==> src/hdl/lcdse_ram.sv <==
// ----------------------------------------------------------------------------
// lcdse_ram
// generic single-write, single-read ram with registered read data
// ----------------------------------------------------------------------------
module lcdse_ram #(
   parameter int WIDTH = 8,
   parameter int DEPTH = 64,
   localparam int AW = $clog2(DEPTH)
) (
   input  logic             clock,
   input  logic             wr_en,
   input  logic [AW-1:0]    wr_addr,
   input  logic [WIDTH-1:0] wr_data,
   input  logic [AW-1:0]    rd_addr,
   output logic [WIDTH-1:0] rd_data
);

   logic [WIDTH-1:0] mem [DEPTH];
   logic [WIDTH-1:0] rd_data_ff;

   always_ff @(posedge clock) begin
      if (wr_en) begin
         mem[wr_addr] <= wr_data;
      end
      rd_data_ff <= mem[rd_addr];
   end

   assign rd_data = rd_data_ff;

endmodule

==> config.mk <==
export PLATFORM = sky130hd
export DESIGN_NAME = lcdse_ram
export DESIGN_NICKNAME = d
export VERILOG_FILES = /design/src/hdl/lcdse_ram.sv
export SDC_FILE = /design/constraint.sdc
export NUM_CORES = 1
export LEC_CHECK = 0
export BUFFER_PORTS_ARGS = -buffer_cell sky130_fd_sc_hd__buf_4
export CAP_MARGIN = 5
export CORE_MARGIN = 5
export CORE_UTILIZATION = 30
export CTS_CLUSTER_DIAMETER = 50
export DETAILED_ROUTE_END_ITERATION = 12
export PLACE_DENSITY = 0.44
export SKIP_LAST_GASP = 1
export SLEW_MARGIN = 5
export SYNTH_ARGS = -nofsm -noshare
export SYNTH_HDL_FRONTEND = slang
export SYNTH_SLANG_ARGS = --single-unit
==> constraint.sdc <==
create_clock -name clock -period 3.1 [get_ports clock]
set_input_delay 0.465 -clock clock [delete_from_list [all_inputs] [get_ports clock]]
set_output_delay 0.465 -clock clock [all_outputs]
set_load 0.03 [all_outputs]
# Word level (Yosys, flattened, before mapping)
# Memories as Yosys holds them, arrays and structs flattened. A register that Yosys moved wholly into a read port is not among the register bits.
# Cells that the tools add are included.
# Widths: inputs -> output; s select.
[word_totals]
ff_bits = 0
out_inout_bits = 8
n_memories = 1
ramBits = 512
[classes]
muxes = 2
[memory_table]
columns = ["name", "words", "word_bits", "rd", "rd_ports_with_merged_regs", "wr", "line", "text"]
rows = [
  ["mem", 64, 8, 1, 1, 1, "18", "logic [WIDTH-1:0] mem [DEPTH];"],
]
[ops]
columns = ["op", "count"]
rows = [
  ["$mux 1", 2],
]

# Longest topological paths before layout
# Gate-level depths: netlist of the first run.
[depth]
word_depth = 2
depth_mapped = 9
ltp_nobuf = 5

# Least setup slack after synthesis of the first run
# Ideal clock, no wire load.
[synth_path]
path_type = "in2reg"
start = "input port rd_addr[1]"
end = "register rd_data_ff[3] (netlist: rd_data[3]) (read register of mem)"
setup_slack_ps = 967
stages = 7
arrival_ps = 2005
setup_time_ps = 128
cell_sequence = "buf_4 -> buf_2 -> buf_2 -> mux4_2 -> mux4_2 -> o21ai_1 -> o41ai_1"
[synth_lines]
columns = ["element", "line", "text"]
rows = [
  ["start: declaration", "14", "input logic [AW-1:0] rd_addr,"],
  ["end: declaration", "19", "logic [WIDTH-1:0] rd_data_ff;"],
]

==> flow_summary.ini, run 1 <==
[job]
maxCapViolCount = 0

[clock_network]
cts-hold-fix-buffers = 0
cts_root_buf = clkbuf_16
clkTransAtPathRegs_ps = 60
cts_resized = 0
numCtsBuffers = 59
cts.sinks = 520
cts.htree.levels = 2
insertion_delay_ps = 610
cts_setup_buffers = 0
cts_tree = built
cts_buffer_depth = 3

[final_layout]
layout-drive-gt1-share_pct = 31.7
register_area_mm2 = 0.0155
fillers = 6167
multi_input_area_mm2 = 0.00432
nets = 1101
final_cell_mix = edfxtp_1 (512), mux4_2 (126), buf_4 (122)
final_common_cell = edfxtp_1
area_delta_synth_final_pct = 18.3

[logic_synthesis]
synth_compound_area_share_pct = 2.07
synth.distinct_cells = 40
synth_fa_ha_area_share_pct = 0
synth-simple-area-share_pct = 3.39
ys_ff_latch = 520
synthArstFlopShare_pct = 0
syn-num-nets = 962
ys_warn_count = 0
synthesis.area_per_instance_um2 = 21.5
seq_area_frac_synth_pct = 77.0
synth_top_family_by_area = multiplexers
yosys.area_share.xor_xnor_pct = 0
synth.area.mux_share_pct = 15.9
synth_edf_count = 512
netlist_area_mm2 = 0.0202
netlist_instances = 940
synth_ff_type = edfxtp_1

[die]
num_rows = 95
initial_utilization_pct = 30.1
die_x_um = 269
core-area_mm2 = 0.0669
pin_count = 30
die_y_um = 269
dieArea_mm2 = 0.0725

[sta]
setup_ws_ps = 812
hold_slack_ps = 244
final_hold_viol_count = 0
post-route-min-period_ps = 2290
fin_setup_tns_ps = 0
slew_headroom_pct = 41.7
max_freq_mhz = 437
setup_viol = 0
period_share_pct = 73.8
rsz0062_at_grt = false
worst_pin_slew_ps = 871
finalClockSkew_ps = 16.0
final_max_slew_viol_count = 0

[setup_path]
crit_type = reg2reg
r2r_cells = 6
worstSetupStartpoint = mem[29][4]
cp-start-kind = flop
r2r-start = mem[29][4]
crit_end = rd_data[4]
timing.rr.end = rd_data[4]
cp.arrival_ps = 2780
required_ps = 3590
worstPathMaxFanout = 1
r2r_slack_ps = 810
end_kind = flop

[routing]
drt-pass1-iter-count = 5
wl_met1_mm = 23.4
wl_met3_mm = 1.79
routed_via_density = 4.82
routed.top_layer = met5
drc = 0
wl_met2_mm = 24.8
wl_mm = 51.1
vias = 9653
drtIter0Drc = 815
route.antenna.remaining_nets = 0
wl_per_cell_um = 25.5

[grt]
antenna_found_initial = 1
overflow = 0
grt_max_degree = 65
track_usage_pct = 13.9
grt_pass1_wl_mm = 74.1
grt_pass1_vias = 10200

[power]
peakVddDrop_mv = 0.431
power.leakage_nw = 7.55
p_total_mw = 15.3
power_density_mw_per_mm2 = 641

[outcome]
run_status = finished, final reports clean

[placed_design]
gp_congestion = 0.739
place_worst_setup_slack_ps = 251
dpl.hpwl_mm = 31.2
numPortBuffers = 29

[worst_hold_path]
hold_path.class = in2reg
==> synth_stat cells (2+ instances only) <==
library cell | n | area (um^2)
buf_6 | 4 | 45.0
nor2_1 | 83 | 312
nand2b_1 | 7 | 43.8
o41ai_1 | 2 | 17.5
o21ai_0 | 2 | 10.0
edfxtp_1 | 512 | 15400
nor4_1 | 2 | 12.5
nand4_1 | 2 | 12.5
mux4_2 | 126 | 2840
a221oi_1 | 6 | 52.6
buf_12 | 2 | 40.0
buf_1 | 4 | 15.0
nor3_1 | 7 | 35.0
a21oi_1 | 3 | 15.0
mux2_2 | 13 | 146
buf_2 | 11 | 55.1
o32ai_1 | 2 | 17.5
a2111oi_0 | 2 | 17.5
nand3_1 | 13 | 65.1
nand3b_1 | 3 | 22.5
nor2b_1 | 14 | 87.6
o22ai_1 | 8 | 50.1
o2111ai_1 | 3 | 26.3
a22oi_1 | 3 | 22.5
a211oi_1 | 4 | 30.0
nand2_1 | 19 | 71.3
o2bb2ai_1 | 3 | 26.3
dfxtp_1 | 8 | 160
buf_4 | 13 | 97.6
o21a_1 | 2 | 15.0
o21ai_1 | 2 | 10.0
o221a_2 | 2 | 22.5
clkbuf_1 | 17 | 63.8
mux2i_1 | 23 | 230
o221ai_1 | 8 | 70.1
==> flip-flops by register name (all words and copies together), names as in the netlist <==
register and cells:
mem 512, rd_data 8
==> cells by family (layout without fill, tap and decap cells) <==
| group | Yosys count | after routing |
|---|---|---|
| flops | 520 | 520 |
| mux | 162 | 162 |
| simple gates | 153 | 153 |
| compound gates | 54 | 54 |
| buf+inv | 51 | 238 |
| other cells | 0 | 1 |
==> critical path: stages (launching register included) <==
cell and delay, ps:
edfxtp_1 360, mux4_2 480, mux2_2 300, o221a_2 300, nor3_1 460, buf_4 200
o32ai_1 70
==> layer usage <==
metal  track usage (%)  up-vias
met5                 0        -
met4              3.44        2
met3              2.23       76
met2              23.0      188
met1              19.4     5171
li1                  -     4216
==> worst min-delay path by stage <==
stage                     slack (ps)       start  depth (start not counted)    endpoint
after CTS                        190  rd_addr[5]                          2  rd_data[5]
after detailed placement         830  mem[26][4]                          3  rd_data[4]
final                            240  rd_addr[5]                          3  rd_data[1]
after global placement           820  mem[30][4]                          3  rd_data[4]
after global routing             220  rd_addr[5]                          3  rd_data[2]
after floorplan                  560  wr_data[0]                          0   mem[0][0]
==> stage by stage <==
step	utilization, %	area (um^2)	cells
after floorplan	-	20200	940
after global placement	32.9	22000	1891
after detailed placement	32.9	22000	1891
after CTS	35.7	23900	2000
after global routing	35.7	23900	2000
final	35.7	23900	2001
==> power breakdown <==
| group | total, mW | internal (mW) | switching (mW) | leakage, nW |
|---|---|---|---|---|
| Sequential | 7.81 | 7.78 | 0.0276 | 4.67 |
| Clock | 6.68 | 3.87 | 2.81 | 0.902 |
| Combinational | 0.803 | 0.307 | 0.496 | 1.97 |
==> final cells by class <==
type	count	area share (%)
timing repair buffer	129	4.40
clock inverter	29	0.960
sequential	520	65.1
clock buffer	80	6.86
tap	873	4.58
multi-input combinational	369	18.1
antenna	1	0.0105
(Power assumes the default switching activity.)
==> run 2: changes to the inputs <==
Clock period 3.1 ns to 2.2 ns, I/O delays scaled along.
==> run 2 against run 1 <==
Sequential cell count is the same. Sequential share of layout area shrank 1.6 points. Final area grew 2.5%. Combinational power grew 49%. Utilization grew 0.90 points. Via count grew 1.8%. Critical path type unchanged. Critical endpoint is now rd_data[6]. Largest cell class unchanged.
==> flow_summary.ini, run 2 (synthesized netlist as in run 1, its figures left out) <==
[setup_path]
cp.arrival_ps = 2510
r2r_slack_ps = 170
timing.rr.end = rd_data[6]
worstPathMaxFanout = 1
end_kind = flop
r2r_cells = 6
crit_type = reg2reg
r2r-start = mem[21][6]
required_ps = 2680
cp-start-kind = flop

[power]
power_frac_comb_pct = 5.4
p_switching_mw = 4.71
clkPwrFrac_pct = 44.8
p_total_mw = 22.1
power.leakage_nw = 7.94
intPower_mw = 17.4
p_sw_share_pct = 21.3
power_density_mw_per_mm2 = 904
peakVddDrop_mv = 0.514
pwr-share-seq_pct = 49.8

[worst_hold_path]
hold_path_startpoint = rd_addr[5]
min_to = rd_data[0]
min_delay_path_depth = 3
hold_path.class = in2reg

[routing]
drt-pass1-iter-count = 5
route.antenna.remaining_nets = 0
wl_mm = 50.9
drtIter0Drc = 721
drc = 0
routed_via_density = 4.76
vias = 9828
wl_per_cell_um = 24.7

[sta]
final_hold_viol_count = 0
max_freq_mhz = 493
worst_pin_slew_ps = 800
post-route-min-period_ps = 2030
setup_viol = 0
final_max_slew_viol_count = 0
fin_setup_tns_ps = 0
period_share_pct = 92.2
finalClockSkew_ps = 19.0
slew_headroom_pct = 46.7
rsz0062_at_grt = false

[grt]
grt_pass1_wl_mm = 75.3
antenna_found_initial = 1
track_usage_pct = 14.0
grt_pass1_vias = 10600
grt_max_degree = 65
overflow = 0

[clock_network]
cts_tree = built
cts_root_buf = clkbuf_16
clkTransAtPathRegs_ps = 60
numCtsBuffers = 58
cts_setup_buffers = 0
cts.sinks = 520
cts.htree.levels = 2
insertion_delay_ps = 620
cts_resized = 0
cts-hold-fix-buffers = 0
cts_buffer_depth = 3

[placed_design]
numPortBuffers = 29
dpl.hpwl_mm = 32.7
dpl-instance-area_mm2 = 0.0225
gp_congestion = 0.778

[final_layout]
fin_util_pct = 36.6
nets = 1163
fillers = 6150
largest_register_ffs = 512
multi_input_area_mm2 = 0.00432
diodes = 0
final_cell_mix = edfxtp_1 (512), buf_4 (183), mux4_2 (126)
area_delta_synth_final_pct = 21.3
final_common_cell = edfxtp_1
top_register = mem
layout-drive-gt1-share_pct = 35.8
register_area_mm2 = 0.0155
final_area_mm2 = 0.0245

[die]
die_y_um = 269
num_rows = 95
dieArea_mm2 = 0.0725
initial_utilization_pct = 30.1
core-area_mm2 = 0.0669
die_x_um = 269
pin_count = 30

[job]
maxCapViolCount = 0

[outcome]
run_status = finished, final reports clean
-- run 2: cell types whose count changed in the layout (fill, tap and decap cells not counted), sizes merged --
cell,delta
clkbuf,-12
inv,+3
clkinv,+7
diode,-1
clkinvlp,-3
bufinv,+6
buf,+63
-- run 2: critical path: stages, from the launching register on --
cell      delay (ps)
edfxtp_1         360
mux4_2           500
mux2_2           290
o221a_2          300
nor3_1           220
buf_4            160
o32ai_1           80
-- run 2: area by class of cell --
class / count / share of cell area [%]
clock inverter: 42 / 1.82
tap: 873 / 4.46
timing repair buffer: 192 / 6.33
clock buffer: 68 / 6.25
sequential: 520 / 63.5
multi-input combinational: 369 / 17.6
-- run 2: power by group through the flow --
stage | Clock [mW] | Sequential (mW) | Combinational, mW
floorplan | 0 | 11.2 | 0.584
global placement | 0 | 11.2 | 1.23
detailed placement | 0 | 11.2 | 1.24
CTS | 10.2 | 11.0 | 1.24
global route | 10.6 | 11.0 | 1.30
finish | 9.90 | 11.0 | 1.20
-- run 2: layer usage --
metal	vias to the layer above	track usage (%)	share of wire [%]
met5	-	0	0.026
met4	2	3.36	2.0
met3	66	3.38	4.9
met2	183	23.4	49
met1	5222	18.7	44
li1	4355	-	-
-- run 2: metrics by stage --
| stage | cells | worst slack (ps) | hold WS, ps |
|---|---|---|---|
| 3_5_place_dp | 1954 | -379 | 702 |
| 5_1_grt | 2064 | 92.0 | 90.3 |
| 2_1_floorplan | 940 | 202 | 429 |
| 6_report | 2064 | 172 | 83.8 |
| 4_1_cts | 2064 | 161 | 46.0 |
| 3_3_place_gp | 1954 | -344 | 704 |
-- run 2: worst max path at each step --
stage	from	endpoint	slack [ps]	cells past startpoint
floorplan	rd_addr[1]	rd_data[3]	200	7
global placement	rd_addr[0]	rd_data[2]	-340	8
detailed placement	rd_addr[1]	rd_data[3]	-380	8
CTS	mem[21][6]	rd_data[6]	160	6
global route	mem[21][4]	rd_data[4]	90	6
finish	mem[21][6]	rd_data[6]	170	6
==> run 3: changes to the inputs <==
Settings changed: CELL_PAD_IN_SITES_DETAIL_PLACEMENT set to 2, CELL_PAD_IN_SITES_GLOBAL_PLACEMENT set to 2, PLACE_DENSITY 0.44 to 0.52.
==> run 3 against run 2 <==
Cell count decreased by 0.44%. Sequential cell count unchanged. Clock skew increased by 2.1 ps. Die area unchanged. First-iteration DRC count decreased by 17%. Global-route usage increased by 1.1 points. Final area decreased by 0.28%. Critical path type unchanged. Critical endpoint is now rd_data[4]. Largest cell class unchanged.
==> flow_summary.ini, run 3 (synthesized netlist as in run 1, its figures left out) <==
[setup_path]
worstPathMaxFanout = 1
end_kind = flop
r2r_cells = 5
r2r_slack_ps = 100
timing.rr.end = rd_data[4]
worstSetupStartpoint = mem[29][4]
crit_type = reg2reg
required_ps = 2690
r2r-start = mem[29][4]
cp-start-kind = flop
crit_end = rd_data[4]
cp.arrival_ps = 2590

[power]
power_frac_comb_pct = 5.8
pwr-share-seq_pct = 50.8
p_total_mw = 21.7
intPower_mw = 16.9
p_sw_share_pct = 21.9
peakVddDrop_mv = 0.578
power.leakage_nw = 7.86
p_switching_mw = 4.75
power_density_mw_per_mm2 = 888
clkPwrFrac_pct = 43.4

[routing]
drt-pass1-iter-count = 5
wl_mm = 55.0
drtIter0Drc = 597
vias = 10000
route.antenna.remaining_nets = 0
wl_per_cell_um = 26.8
drc = 0
routed_via_density = 4.88

[final_layout]
layout-drive-gt1-share_pct = 34.3
nets = 1157
diodes = 0
fin_util_pct = 36.5
final_cell_mix = edfxtp_1 (512), buf_4 (167), mux4_2 (126)
top_register = mem
largest_register_ffs = 512
area_delta_synth_final_pct = 21.0
final_common_cell = edfxtp_1
fillers = 6436

[outcome]
run_status = finished, final reports clean

[sta]
finalClockSkew_ps = 21.1
hold_slack_ps = 84.9
final_hold_viol_count = 0
setup_viol = 0
setup_ws_ps = 101
max_freq_mhz = 476
slew_headroom_pct = 45.6
post-route-min-period_ps = 2100
period_share_pct = 95.4
worst_pin_slew_ps = 816
final_max_slew_viol_count = 0
rsz0062_at_grt = false

[job]
maxCapViolCount = 0

[placed_design]
numPortBuffers = 29
place_worst_setup_slack_ps = -400
dpl.hpwl_mm = 35.6
gp_congestion = 0.740

[clock_network]
cts_setup_buffers = 0
insertion_delay_ps = 620
cts.htree.levels = 2
cts_resized = 0
cts.sinks = 520
cts-hold-fix-buffers = 0
numCtsBuffers = 59
cts_buffer_depth = 3
cts_root_buf = clkbuf_16
clkTransAtPathRegs_ps = 60
cts_tree = built

[grt]
track_usage_pct = 15.1
grt_max_degree = 65
grt_pass1_vias = 11300
antenna_found_initial = 1
grt_pass1_wl_mm = 81.0
overflow = 0

[worst_hold_path]
hold_path.class = in2reg

[die]
die_y_um = 269
core-area_mm2 = 0.0669
initial_utilization_pct = 30.1
num_rows = 95
pin_count = 30
dieArea_mm2 = 0.0725
die_x_um = 269
run 3: metal layers:
metal	up-vias	track usage, %	share of wire, %
met1	5482	20.9	45
met2	152	25.4	50
met5	-	0	0
li1	4321	-	-
met3	72	2.12	3.2
met4	0	3.85	1.9
run 3: critical path, stage by stage (launching register included):
cell      delay, ps
edfxtp_1        370
mux4_2          480
mux2_2          300
o221a_2         300
nor3_1          390
o32ai_1         140
run 3: power by group through the flow:
| stage | Sequential (mW) | Combinational, mW | Clock [mW] |
|---|---|---|---|
| after floorplan | 11.2 | 0.584 | 0 |
| after global placement | 11.2 | 1.27 | 0 |
| after detailed placement | 11.2 | 1.29 | 0 |
| after CTS | 11.0 | 1.29 | 9.67 |
| after global routing | 11.0 | 1.34 | 10.1 |
| final | 11.0 | 1.25 | 9.40 |
run 3: final cells by class:
| cell class | count | area, um^2 | area share [%] |
|---|---|---|---|
| sequential | 520 | 15500 | 63.7 |
| multi-input combinational | 369 | 4320 | 17.7 |
| timing repair buffer | 185 | 1610 | 6.59 |
| clock buffer | 76 | 1580 | 6.49 |
| tap | 873 | 1090 | 4.48 |
| clock inverter | 32 | 265 | 1.09 |
run 3: how the worst min path moves through the flow:
stage	startpoint	to	slack [ps]	depth (start not counted)
6_report	rd_addr[5]	rd_data[0]	80	3
4_1_cts	rd_addr[5]	rd_data[0]	40	3
3_3_place_gp	rd_addr[5]	rd_data[0]	710	3
3_5_place_dp	rd_addr[5]	rd_data[0]	710	3
2_1_floorplan	wr_data[0]	mem[0][0]	430	0
5_1_grt	rd_addr[5]	rd_data[0]	70	3
run 3: through the flow:
step | cells | instance area (um^2) | setup TNS [ps]
after floorplan | 940 | 20200 | 0
after global placement | 1947 | 22600 | -2030
after detailed placement | 1947 | 22600 | -2190
after CTS | 2055 | 24400 | 0
after global routing | 2055 | 24400 | 0
final | 2055 | 24400 | 0
